<file path="config.mk">
export PLATFORM = sky130hd
export DESIGN_NAME = first_next_fit_segment_allocator
export DESIGN_NICKNAME = d
export VERILOG_FILES = /design/src/rtl/core/fnfsa_pkg.sv /design/src/rtl/core/first_next_fit_segment_allocator.sv /design/src/rtl/core/fnfsa_ram.sv
export SDC_FILE = /design/constraint.sdc
export NUM_CORES = 2
export LEC_CHECK = 0
export BUFFER_PORTS_ARGS = -buffer_cell sky130_fd_sc_hd__buf_2
export CAP_MARGIN = 20
export CORE_ASPECT_RATIO = 0.9
export CORE_MARGIN = 2
export CORE_UTILIZATION = 31
export CTS_BUF_LIST = sky130_fd_sc_hd__clkbuf_4 sky130_fd_sc_hd__clkbuf_8
export CTS_CLUSTER_DIAMETER = 40
export DETAILED_ROUTE_END_ITERATION = 8
export GPL_TIMING_DRIVEN = 0
export SETUP_SLACK_MARGIN = 0.5
export SYNTH_ARGS = -nofsm -noshare
export SYNTH_HDL_FRONTEND = slang
export SYNTH_HIERARCHICAL = 1
export SYNTH_SLANG_ARGS = --single-unit
</file>
<file path="constraint.sdc">
create_clock -name aclk -period 10.25 [get_ports aclk]
set_clock_uncertainty 0.1 [all_clocks]
set_input_delay 1.025 -clock aclk [delete_from_list [all_inputs] [get_ports aclk]]
set_output_delay 1.025 -clock aclk [all_outputs]
set_load 0.01 [all_outputs]
</file>
<file path="src/rtl/core/fnfsa_pkg.sv">
`timescale 1ns / 1ps
package fnfsa_pkg;
    localparam int MEM_UNITS    = 65536;
    localparam int MAX_SEGMENTS = 64;
    localparam int BASE_W = 16;
    localparam int LEN_W  = 17;
    localparam int IDX_W  = $clog2(MAX_SEGMENTS);
    localparam int CNT_W  = IDX_W + 1;

    localparam logic [1:0] ST_OK     = 2'd0;
    localparam logic [1:0] ST_NOFIT  = 2'd1;
    localparam logic [1:0] ST_FULL   = 2'd2;
    localparam logic [1:0] ST_BADREL = 2'd3;

    localparam logic OP_ALLOC   = 1'b0;
    localparam logic OP_RELEASE = 1'b1;

    // One table entry as stored in the segment RAM.
    typedef struct packed {
        logic [BASE_W-1:0] base;
        logic [LEN_W-1:0]  len;
        logic              used;
    } seg_entry_t;

    localparam int ENTRY_W = $bits(seg_entry_t);
endpackage

</file>
<file path="src/rtl/core/first_next_fit_segment_allocator.sv">
`timescale 1ns / 1ps
// Operation: an allocate scans segments and, for a split, shifts entries up to open a slot;
// a release scans for the base, then shifts entries down to merge with free neighbours.
// Throughput: one transfer at a time, so an item holds the block until its result is issued;
// the table RAM gives one read per cycle, and that read loop sets the rate.
// Reset: synchronous active-low aresetn; after reset, state S_INIT writes entry 0 (the single
// free segment) before the first request is accepted.
module first_next_fit_segment_allocator (
    input  logic        aclk,
    input  logic        aresetn,
    input  logic        cfg_we,
    input  logic        cfg_wdata,      // fit_mode
    input  logic        s_tvalid,
    output logic        s_tready,
    input  logic [39:0] s_tdata,        // req_size[16:0], rel_start[32:17], zero pad
    input  logic        s_tuser,        // op
    output logic        m_tvalid,
    input  logic        m_tready,
    output logic [23:0] m_tdata         // status[1:0], seg_start[17:2], zero pad
);
    localparam int IW = fnfsa_pkg::IDX_W;
    localparam int CW = fnfsa_pkg::CNT_W;
    localparam int BW = fnfsa_pkg::BASE_W;
    localparam int LW = fnfsa_pkg::LEN_W;

    typedef enum logic [3:0] {
        S_INIT, S_IDLE, S_A_RD, S_A_CHK, S_SH_RD, S_SH_WR, S_A_WI,
        S_R_RD, S_R_CHK, S_N_RD, S_N_CHK, S_P_RD, S_P_CHK, S_D_RD, S_D_WR, S_DONE
    } state_t;

    state_t           state_reg, state_next;
    logic             mode_reg, mode_next;
    logic [CW-1:0]    count_reg, count_next;
    logic [IW-1:0]    rover_reg, rover_next;
    logic [IW-1:0]    first_reg, first_next;
    logic [LW-1:0]    size_reg, size_next;
    logic [BW-1:0]    addr_reg, addr_next;
    logic [CW-1:0]    k_reg, k_next;
    logic [IW-1:0]    idx_reg, idx_next;
    logic [CW-1:0]    j_reg, j_next;
    logic [IW-1:0]    drop_reg, drop_next;
    logic             second_reg, second_next;
    logic [BW-1:0]    cur_base_reg, cur_base_next;
    logic [LW-1:0]    cur_len_reg, cur_len_next;
    logic [1:0]       res_st_reg, res_st_next;
    logic [BW-1:0]    res_start_reg, res_start_next;
    logic             m_valid_reg, m_valid_next;
    logic [23:0]      m_data_reg, m_data_next;

    logic                   ram_we;
    logic [IW-1:0]          ram_waddr, ram_raddr;
    fnfsa_pkg::seg_entry_t  ram_wdata, ram_rdata;
    logic [CW-1:0]          pos_sum;
    logic [IW-1:0]          pos;

    fnfsa_ram #(.WIDTH(fnfsa_pkg::ENTRY_W), .DEPTH(fnfsa_pkg::MAX_SEGMENTS)) u_ram (
        .aclk (aclk), .we (ram_we), .waddr (ram_waddr), .wdata (ram_wdata),
        .raddr (ram_raddr), .rdata (ram_rdata)
    );

    assign s_tready = (state_reg == S_IDLE);
    assign m_tvalid = m_valid_reg;
    assign m_tdata  = m_data_reg;

    // Scan position for the allocate search, wrapping once around the table.
    always_comb begin
        pos_sum = {1'b0, first_reg} + k_reg;
        if (pos_sum >= count_reg) begin
            pos_sum = pos_sum - count_reg;
        end
        pos = pos_sum[IW-1:0];
    end

    always_comb begin
        state_next = state_reg;   mode_next = mode_reg;     count_next = count_reg;
        rover_next = rover_reg;   first_next = first_reg;   size_next = size_reg;
        addr_next = addr_reg;     k_next = k_reg;           idx_next = idx_reg;
        j_next = j_reg;           drop_next = drop_reg;     second_next = second_reg;
        cur_base_next = cur_base_reg;  cur_len_next = cur_len_reg;
        res_st_next = res_st_reg;      res_start_next = res_start_reg;
        m_valid_next = m_valid_reg;    m_data_next = m_data_reg;
        ram_we = 1'b0;  ram_waddr = idx_reg;  ram_raddr = pos;
        ram_wdata = '{base: cur_base_reg, len: cur_len_reg, used: 1'b0};

        if (cfg_we) begin
            mode_next = cfg_wdata;
        end
        if (m_valid_reg && m_tready) begin
            m_valid_next = 1'b0;
        end

        case (state_reg)
            S_INIT: begin
                ram_we = 1'b1;
                ram_waddr = '0;
                ram_wdata = '{base: '0, len: LW'(fnfsa_pkg::MEM_UNITS), used: 1'b0};
                state_next = S_IDLE;
            end
            S_IDLE: begin
                if (s_tvalid) begin
                    size_next = s_tdata[16:0];
                    addr_next = s_tdata[32:17];
                    k_next = '0;
                    res_start_next = '0;
                    if (s_tuser == fnfsa_pkg::OP_RELEASE) begin
                        state_next = S_R_RD;
                    end else if (s_tdata[16:0] == '0) begin
                        res_st_next = fnfsa_pkg::ST_NOFIT;
                        state_next = S_DONE;
                    end else begin
                        first_next = (mode_reg && ({1'b0, rover_reg} < count_reg)) ?
                                     rover_reg : '0;
                        state_next = S_A_RD;
                    end
                end
            end
            S_A_RD: begin
                ram_raddr = pos;
                state_next = S_A_CHK;
            end
            S_A_CHK: begin
                if (!ram_rdata.used && ram_rdata.len >= size_reg) begin
                    cur_base_next = ram_rdata.base;
                    cur_len_next = ram_rdata.len;
                    idx_next = pos;
                    if (ram_rdata.len > size_reg) begin
                        if (count_reg == CW'(fnfsa_pkg::MAX_SEGMENTS)) begin
                            res_st_next = fnfsa_pkg::ST_FULL;
                            state_next = S_DONE;
                        end else begin
                            j_next = count_reg;
                            state_next = S_SH_RD;
                        end
                    end else begin
                        ram_we = 1'b1;
                        ram_waddr = pos;
                        ram_wdata = '{base: ram_rdata.base, len: ram_rdata.len, used: 1'b1};
                        if (mode_reg) begin
                            rover_next = pos;
                        end
                        res_st_next = fnfsa_pkg::ST_OK;
                        res_start_next = ram_rdata.base;
                        state_next = S_DONE;
                    end
                end else begin
                    k_next = k_reg + 1'b1;
                    if (k_reg + 1'b1 == count_reg) begin
                        res_st_next = fnfsa_pkg::ST_NOFIT;
                        state_next = S_DONE;
                    end else begin
                        state_next = S_A_RD;
                    end
                end
            end
            S_SH_RD: begin
                // Open a hole at idx+1 by moving entries up, highest first.
                if (j_reg > {1'b0, idx_reg} + 1'b1) begin
                    ram_raddr = IW'(j_reg - 1'b1);
                    state_next = S_SH_WR;
                end else begin
                    ram_we = 1'b1;
                    ram_waddr = idx_reg + 1'b1;
                    ram_wdata = '{base: cur_base_reg + BW'(size_reg),
                                  len: cur_len_reg - size_reg, used: 1'b0};
                    state_next = S_A_WI;
                end
            end
            S_SH_WR: begin
                ram_we = 1'b1;
                ram_waddr = j_reg[IW-1:0];
                ram_wdata = ram_rdata;
                j_next = j_reg - 1'b1;
                state_next = S_SH_RD;
            end
            S_A_WI: begin
                ram_we = 1'b1;
                ram_waddr = idx_reg;
                ram_wdata = '{base: cur_base_reg, len: size_reg, used: 1'b1};
                count_next = count_reg + 1'b1;
                if (mode_reg) begin
                    rover_next = idx_reg;
                end else if (rover_reg > idx_reg) begin
                    rover_next = rover_reg + 1'b1;
                end
                res_st_next = fnfsa_pkg::ST_OK;
                res_start_next = cur_base_reg;
                state_next = S_DONE;
            end
            S_R_RD: begin
                ram_raddr = k_reg[IW-1:0];
                state_next = S_R_CHK;
            end
            S_R_CHK: begin
                if (ram_rdata.base == addr_reg) begin
                    if (ram_rdata.used) begin
                        idx_next = k_reg[IW-1:0];
                        cur_base_next = ram_rdata.base;
                        cur_len_next = ram_rdata.len;
                        state_next = S_N_RD;
                    end else begin
                        res_st_next = fnfsa_pkg::ST_BADREL;
                        state_next = S_DONE;
                    end
                end else begin
                    k_next = k_reg + 1'b1;
                    if (k_reg + 1'b1 == count_reg) begin
                        res_st_next = fnfsa_pkg::ST_BADREL;
                        state_next = S_DONE;
                    end else begin
                        state_next = S_R_RD;
                    end
                end
            end
            S_N_RD: begin
                if ({1'b0, idx_reg} + 1'b1 < count_reg) begin
                    ram_raddr = idx_reg + 1'b1;
                    state_next = S_N_CHK;
                end else begin
                    state_next = S_P_RD;
                end
            end
            S_N_CHK: begin
                if (!ram_rdata.used) begin
                    cur_len_next = cur_len_reg + ram_rdata.len;
                    drop_next = idx_reg + 1'b1;
                    j_next = {1'b0, idx_reg} + 1'b1;
                    second_next = 1'b0;
                    state_next = S_D_RD;
                end else begin
                    state_next = S_P_RD;
                end
            end
            S_P_RD: begin
                if (idx_reg != '0) begin
                    ram_raddr = idx_reg - 1'b1;
                    state_next = S_P_CHK;
                end else begin
                    ram_we = 1'b1;
                    res_st_next = fnfsa_pkg::ST_OK;
                    res_start_next = addr_reg;
                    state_next = S_DONE;
                end
            end
            S_P_CHK: begin
                ram_we = 1'b1;
                if (!ram_rdata.used) begin
                    // The lower free neighbour absorbs this segment.
                    ram_waddr = idx_reg - 1'b1;
                    ram_wdata = '{base: ram_rdata.base, len: ram_rdata.len + cur_len_reg,
                                  used: 1'b0};
                    drop_next = idx_reg;
                    j_next = {1'b0, idx_reg};
                    second_next = 1'b1;
                    state_next = S_D_RD;
                end else begin
                    res_st_next = fnfsa_pkg::ST_OK;
                    res_start_next = addr_reg;
                    state_next = S_DONE;
                end
            end
            S_D_RD: begin
                // Close the gap at drop by moving entries down, lowest first.
                if (j_reg + 1'b1 < count_reg) begin
                    ram_raddr = IW'(j_reg + 1'b1);
                    state_next = S_D_WR;
                end else begin
                    count_next = count_reg - 1'b1;
                    if (rover_reg >= drop_reg) begin
                        rover_next = rover_reg - 1'b1;
                    end
                    if (second_reg) begin
                        res_st_next = fnfsa_pkg::ST_OK;
                        res_start_next = addr_reg;
                        state_next = S_DONE;
                    end else begin
                        state_next = S_P_RD;
                    end
                end
            end
            S_D_WR: begin
                ram_we = 1'b1;
                ram_waddr = j_reg[IW-1:0];
                ram_wdata = ram_rdata;
                j_next = j_reg + 1'b1;
                state_next = S_D_RD;
            end
            S_DONE: begin
                if (!m_valid_reg || m_tready) begin
                    m_valid_next = 1'b1;
                    m_data_next = {6'd0, res_start_reg, res_st_reg};
                    state_next = S_IDLE;
                end
            end
            default: state_next = S_IDLE;
        endcase
    end

    always_ff @(posedge aclk) begin
        if (!aresetn) begin
            state_reg   <= S_INIT;
            mode_reg    <= 1'b0;
            count_reg   <= CW'(1);
            rover_reg   <= '0;
            m_valid_reg <= 1'b0;
        end else begin
            state_reg   <= state_next;
            mode_reg    <= mode_next;
            count_reg   <= count_next;
            rover_reg   <= rover_next;
            m_valid_reg <= m_valid_next;
        end
        first_reg     <= first_next;
        size_reg      <= size_next;
        addr_reg      <= addr_next;
        k_reg         <= k_next;
        idx_reg       <= idx_next;
        j_reg         <= j_next;
        drop_reg      <= drop_next;
        second_reg    <= second_next;
        cur_base_reg  <= cur_base_next;
        cur_len_reg   <= cur_len_next;
        res_st_reg    <= res_st_next;
        res_start_reg <= res_start_next;
        m_data_reg    <= m_data_next;
    end
endmodule

</file>
<file path="src/rtl/core/fnfsa_ram.sv">
`timescale 1ns / 1ps
module fnfsa_ram #(
    parameter int WIDTH = 8,
    parameter int DEPTH = 16
) (
    input  logic                     aclk,
    input  logic                     we,
    input  logic [$clog2(DEPTH)-1:0] waddr,
    input  logic [WIDTH-1:0]         wdata,
    input  logic [$clog2(DEPTH)-1:0] raddr,
    output logic [WIDTH-1:0]         rdata
);
    logic [WIDTH-1:0] mem [DEPTH];

    always_ff @(posedge aclk) begin
        if (we) begin
            mem[waddr] <= wdata;
        end
        rdata <= mem[raddr];
    end
endmodule
</file>
==> flow_results.org <==
** Place
- In this run the cell area measured after placement is 105,000 um^2.
- Timing analysis after detailed placement gives a worst setup slack of approximately 0.91 ns.
- Input and output buffers added on the ports amount to around 60.
- Routability-driven placement finished with a final weighted congestion of 0.906.
- Post-detailed-placement half-perimeter wirelength :: between 200 and 250 mm

** Floorplanning
- Site row count :: just under 200
- Width of the die :: about 590 um
- I/O Pins :: 73
- Effective utilization at floorplan :: 0.311
- Floorplan die area :: between 300,000 and 400,000 um^2
- Measured along the y axis, the die boundary spans 533 um.
- The total area inside the core boundary comes to about 310,000 um^2.

** Yosys
- Commonest register cell after synthesis :: sky130_fd_sc_hd__edfxtp_1
- The synthesized design spends more area on one cell type than any other, namely sky130_fd_sc_hd__edfxtp_1.
- The synthesized design contains 2,364 register bits.
- The Yosys step of the flow raised 6 warnings.
- Yosys attributes the largest share of cell area to sky130_fd_sc_hd__edfxtp_1, sky130_fd_sc_hd__mux4_2, sky130_fd_sc_hd__ha_1.
- Fraction of the yosys area taken by sequential cells :: 0.731
- Yosys cell types :: 88
- For this run, asynchronously set or reset flops after synthesis account for 0.
- Synth Area per Inst :: around 19 um^2
- Counting every instance in the synthesized netlist gives ~5,200.
- Yosys mapped a number of flops with a built-in enable equal to ~2,300.
- In this run the cell area of the synthesized design comes to around 96,000 um^2.
- Of the post-synthesis cell area, the dominant cell type holds 0.720.

** Detailed routing
- After detailed routing, the number of remaining DRC violations is 0.
- After detailed routing, the total wire length is 313 mm.
- Using the TritonRoute via totals, the vias-per-cell ratio works out to around 5.5.
- Detailed-routing iteration count for the pre-antenna-repair pass :: 8
- Total vias in the final route :: around 56,000
- After detailed routing, the average wire length per cell comes to slightly above 30 um.
- The count of nets left with antenna violations once routing finished came out at 0.
- The first routing iteration left about 8,600 violations.

** Layout
- More flip-flops sit in one register than any other, and that register is u_ram/mem.
- Max reg flops :: 2,176
- Of the cells placed in the final design, the portion with a size suffix greater than 1 is 0.259.
- Compared with the post-synthesis result, the final layout area differs by 17.4%.
- Leaving out fill and tap cells, the most frequent cells in the layout are sky130_fd_sc_hd__edfxtp_1, sky130_fd_sc_hd__mux4_2, sky130_fd_sc_hd__clkbuf_8.
- The finished cells cover roughly 110,000 um^2.
- The library cell used most frequently in the layout, excluding fill and tap cells, is sky130_fd_sc_hd__edfxtp_1.
- Nets :: 5,968

** Clock network
- TritonCTS built the clock tree.
- Clock-pin slew was measured on the worst setup and hold paths at 0.06 ns.
- Cts-stage hold buffer count :: 0
- TritonCTS created a little under 400 clock buffers.
- The tree is rooted in a sky130_fd_sc_hd__clkbuf_8.
- Sinks on the clock net :: roughly 2,400
- The clock tree synthesis step divided the H-tree into 5 levels.
- Largest buffer count on any clock path :: 4
- Clock latency on the worst-skew pair, taken at its later pin, is between 1 and 1.5 ns.

** Timing
- Fraction of the cycle the final worst path needs :: 0.925
- Highest clock rate :: ~110 MHz
- Adding up every negative setup slack in the final design gives 0 ns.
- Across all setup checks in the final design, the least slack found is about 0.77 ns.
- The number of max-slew violations in the final report is 0.
- Subtracting the final worst setup slack from the clock period gives 9.48 ns.
- Worst slack on hold paths :: between 0.1 and 0.15 ns
- RSZ-0062 raised after global routing :: no
- At the pin with the least slew margin, the transition time is about 1.2 ns.
- The total count of hold-check failures in the final report came to 0.
- Final number of setup-violating endpoints :: 0
- Measured against its own limit, the worst slew margin works out to 0.192.

** Critical path
- Worst path cell trace :: clkbuf_1 -> inv_1 -> nor3_1 -> and3_1 -> xnor2_1 -> inv_1 -> ha_1 -> and4_1 -> o21a_1 -> o31ai_2 -> clkbuf_1 -> and2_1 -> clkbuf_1 -> a21oi_1 -> nand2_1 -> nor2_1 -> o211ai_1 -> clkbuf_1 -> inv_1 -> nor2_1 -> clkbuf_1 -> nand4_1 -> and3_1
- Cell seen most often among critical-path stages :: sky130_fd_sc_hd__clkbuf_1
- Worst setup path category :: flop to flop
- Along the worst path, the maximum fanout reaches 10.
- For this design, the slowest cell found on the critical path is sky130_fd_sc_hd__o211ai_1.
- Worst R2R End :: u_ram/rdata[25]
- Setup slack on the worst reg-to-reg path comes out at a little under 0.8 ns.
- Required time worst endpoint :: roughly 11 ns
- In this design, the stage delay of the slowest critical-path cell is roughly 0.94 ns.
- STA classifies the critical path endpoint as a flop.
- The worst setup path is launched from a flop.
- In this run the critical register-to-register path is launched from idx_reg[2].
- Worst reg-to-reg path cell count :: 23
- Arrival @ worst endpoint :: between 10 and 15 ns

** Global route
- Antenna violations before repair :: 28
- Overall global routing resource usage :: 0.194
- Global-route congestion overflow total :: 0
- The via count of the first global-routing pass is around 55,000.
- First-pass GRT wire length :: around 430 mm
- Entering global routing, the biggest net connects 65 pins.

** Pwr
- For this design the static power due to leakage is approximately 37 nW.
- Dividing total power by cell area gives a power density of approximately 230 nW/um^2.
- IR analysis of the VDD net gives a maximum drop of 134 uV.
- The completed layout was analyzed and its total power is between 0.02 and 0.03 W.

** Hold path
- The path with the worst hold slack has its endpoint at addr_reg[9].
- Beginning of the worst hold path :: s_tdata[26]
- Along the worst hold path, the cell count comes to 1.
- Type of the tightest min-delay check :: input pin to flop

** Run status
- The flow ran to the end, and the final reports show no timing, DRC or antenna violations.

** Run
- Max Cap Violations :: 0
==> metal layers <==
metal,vias to the layer above,GRT usage,share of wire
met5,-,0,0.00020
met4,8,0.0817,0.047
met3,633,0.0450,0.11
met2,3481,0.294,0.45
met1,29700,0.267,0.40
li1,22500,-,-
==> how the worst max path moves through the flow <==
stage               cells after the start          endpoint  slack [ns]        from
detailed placement                     24   u_ram/rdata[33]        0.91  idx_reg[2]
finish                                 23   u_ram/rdata[25]        0.77  idx_reg[2]
CTS                                    24   u_ram/rdata[33]        0.89  idx_reg[2]
global route                           23   u_ram/rdata[25]        0.73  idx_reg[2]
global placement                       14  u_ram/mem[42][3]       -4.39  idx_reg[2]
floorplan                              14   u_ram/mem[0][3]        2.02  idx_reg[2]
==> cells in the mapped netlist (all sizes together) (69+ instances only) <==
master,instances
nand3,121
edfxtp,2311
mux2i,142
nand4,69
ha,126
xnor2,85
mux4,476
clkbuf,134
o21ai,113
buf,146
inv,112
o221ai,73
a22oi,93
nand2,193
a21oi,125
nor2,212
==> worst max-delay path, delay by kind of cell (launching register included) <==
family                     cells  cell delay (ns)
AOI/OAI and AO/OA              4             1.61
adders and majority gates      1             0.33
DFF                            1             0.32
buffers and inverters          8             3.67
and+or+nand+nor                9             2.83
xor gates and xnor gates       1             0.41
==> logic make-up (layout without fill, tap and decap cells) <==
kind of cell    count (synthesis)  count (layout)  share of synthesized area
compound gates                717             717                     0.0524
xor+xnor                      114             114                     0.0104
fa+ha+maj                     132             132                     0.0176
buf+inv                       395            1305                     0.0195
flops                        2364            2364                      0.731
mux                           645             645                      0.129
other cells                     1              23                  0.0000389
simple gates                  791             791                     0.0398
==> final cells by class <==
type	instances	area (um^2)
Sequential cell	2364	70500
Clock buffer	505	6260
Multi-Input combinational cell	2405	24700
Tap cell	4116	5150
Inverter	115	432
Clock inverter	172	1340
Buffer	280	1440
Timing Repair Buffer	233	3240
Antenna cell	17	42.5
Fill cell	28700	197000
==> power breakdown <==
| group | switching [W] | leakage [nW] | internal (W) |
|---|---|---|---|
| combinational | 0.00470 | 11.1 | 0.00218 |
| clock | 0.00380 | 3.98 | 0.00445 |
| sequential | 0.000183 | 21.5 | 0.0110 |
==> metrics by stage <==
step           instances   util
2_1_floorplan       5164      -
6_report           10200  0.365
3_5_place_dp        9509  0.340
5_1_grt            10200  0.365
4_1_cts            10200  0.365
3_3_place_gp        9339  0.329
==> what timing repair did <==
| item | 4_1_cts | 5_1_grt |
|---|---|---|
| setup buffers | 0 | 0 |
| endpoints found under the setup margin | 0 | 1 |
| gates resized for setup | 0 | 1 |
(Power assumes the default switching activity.)
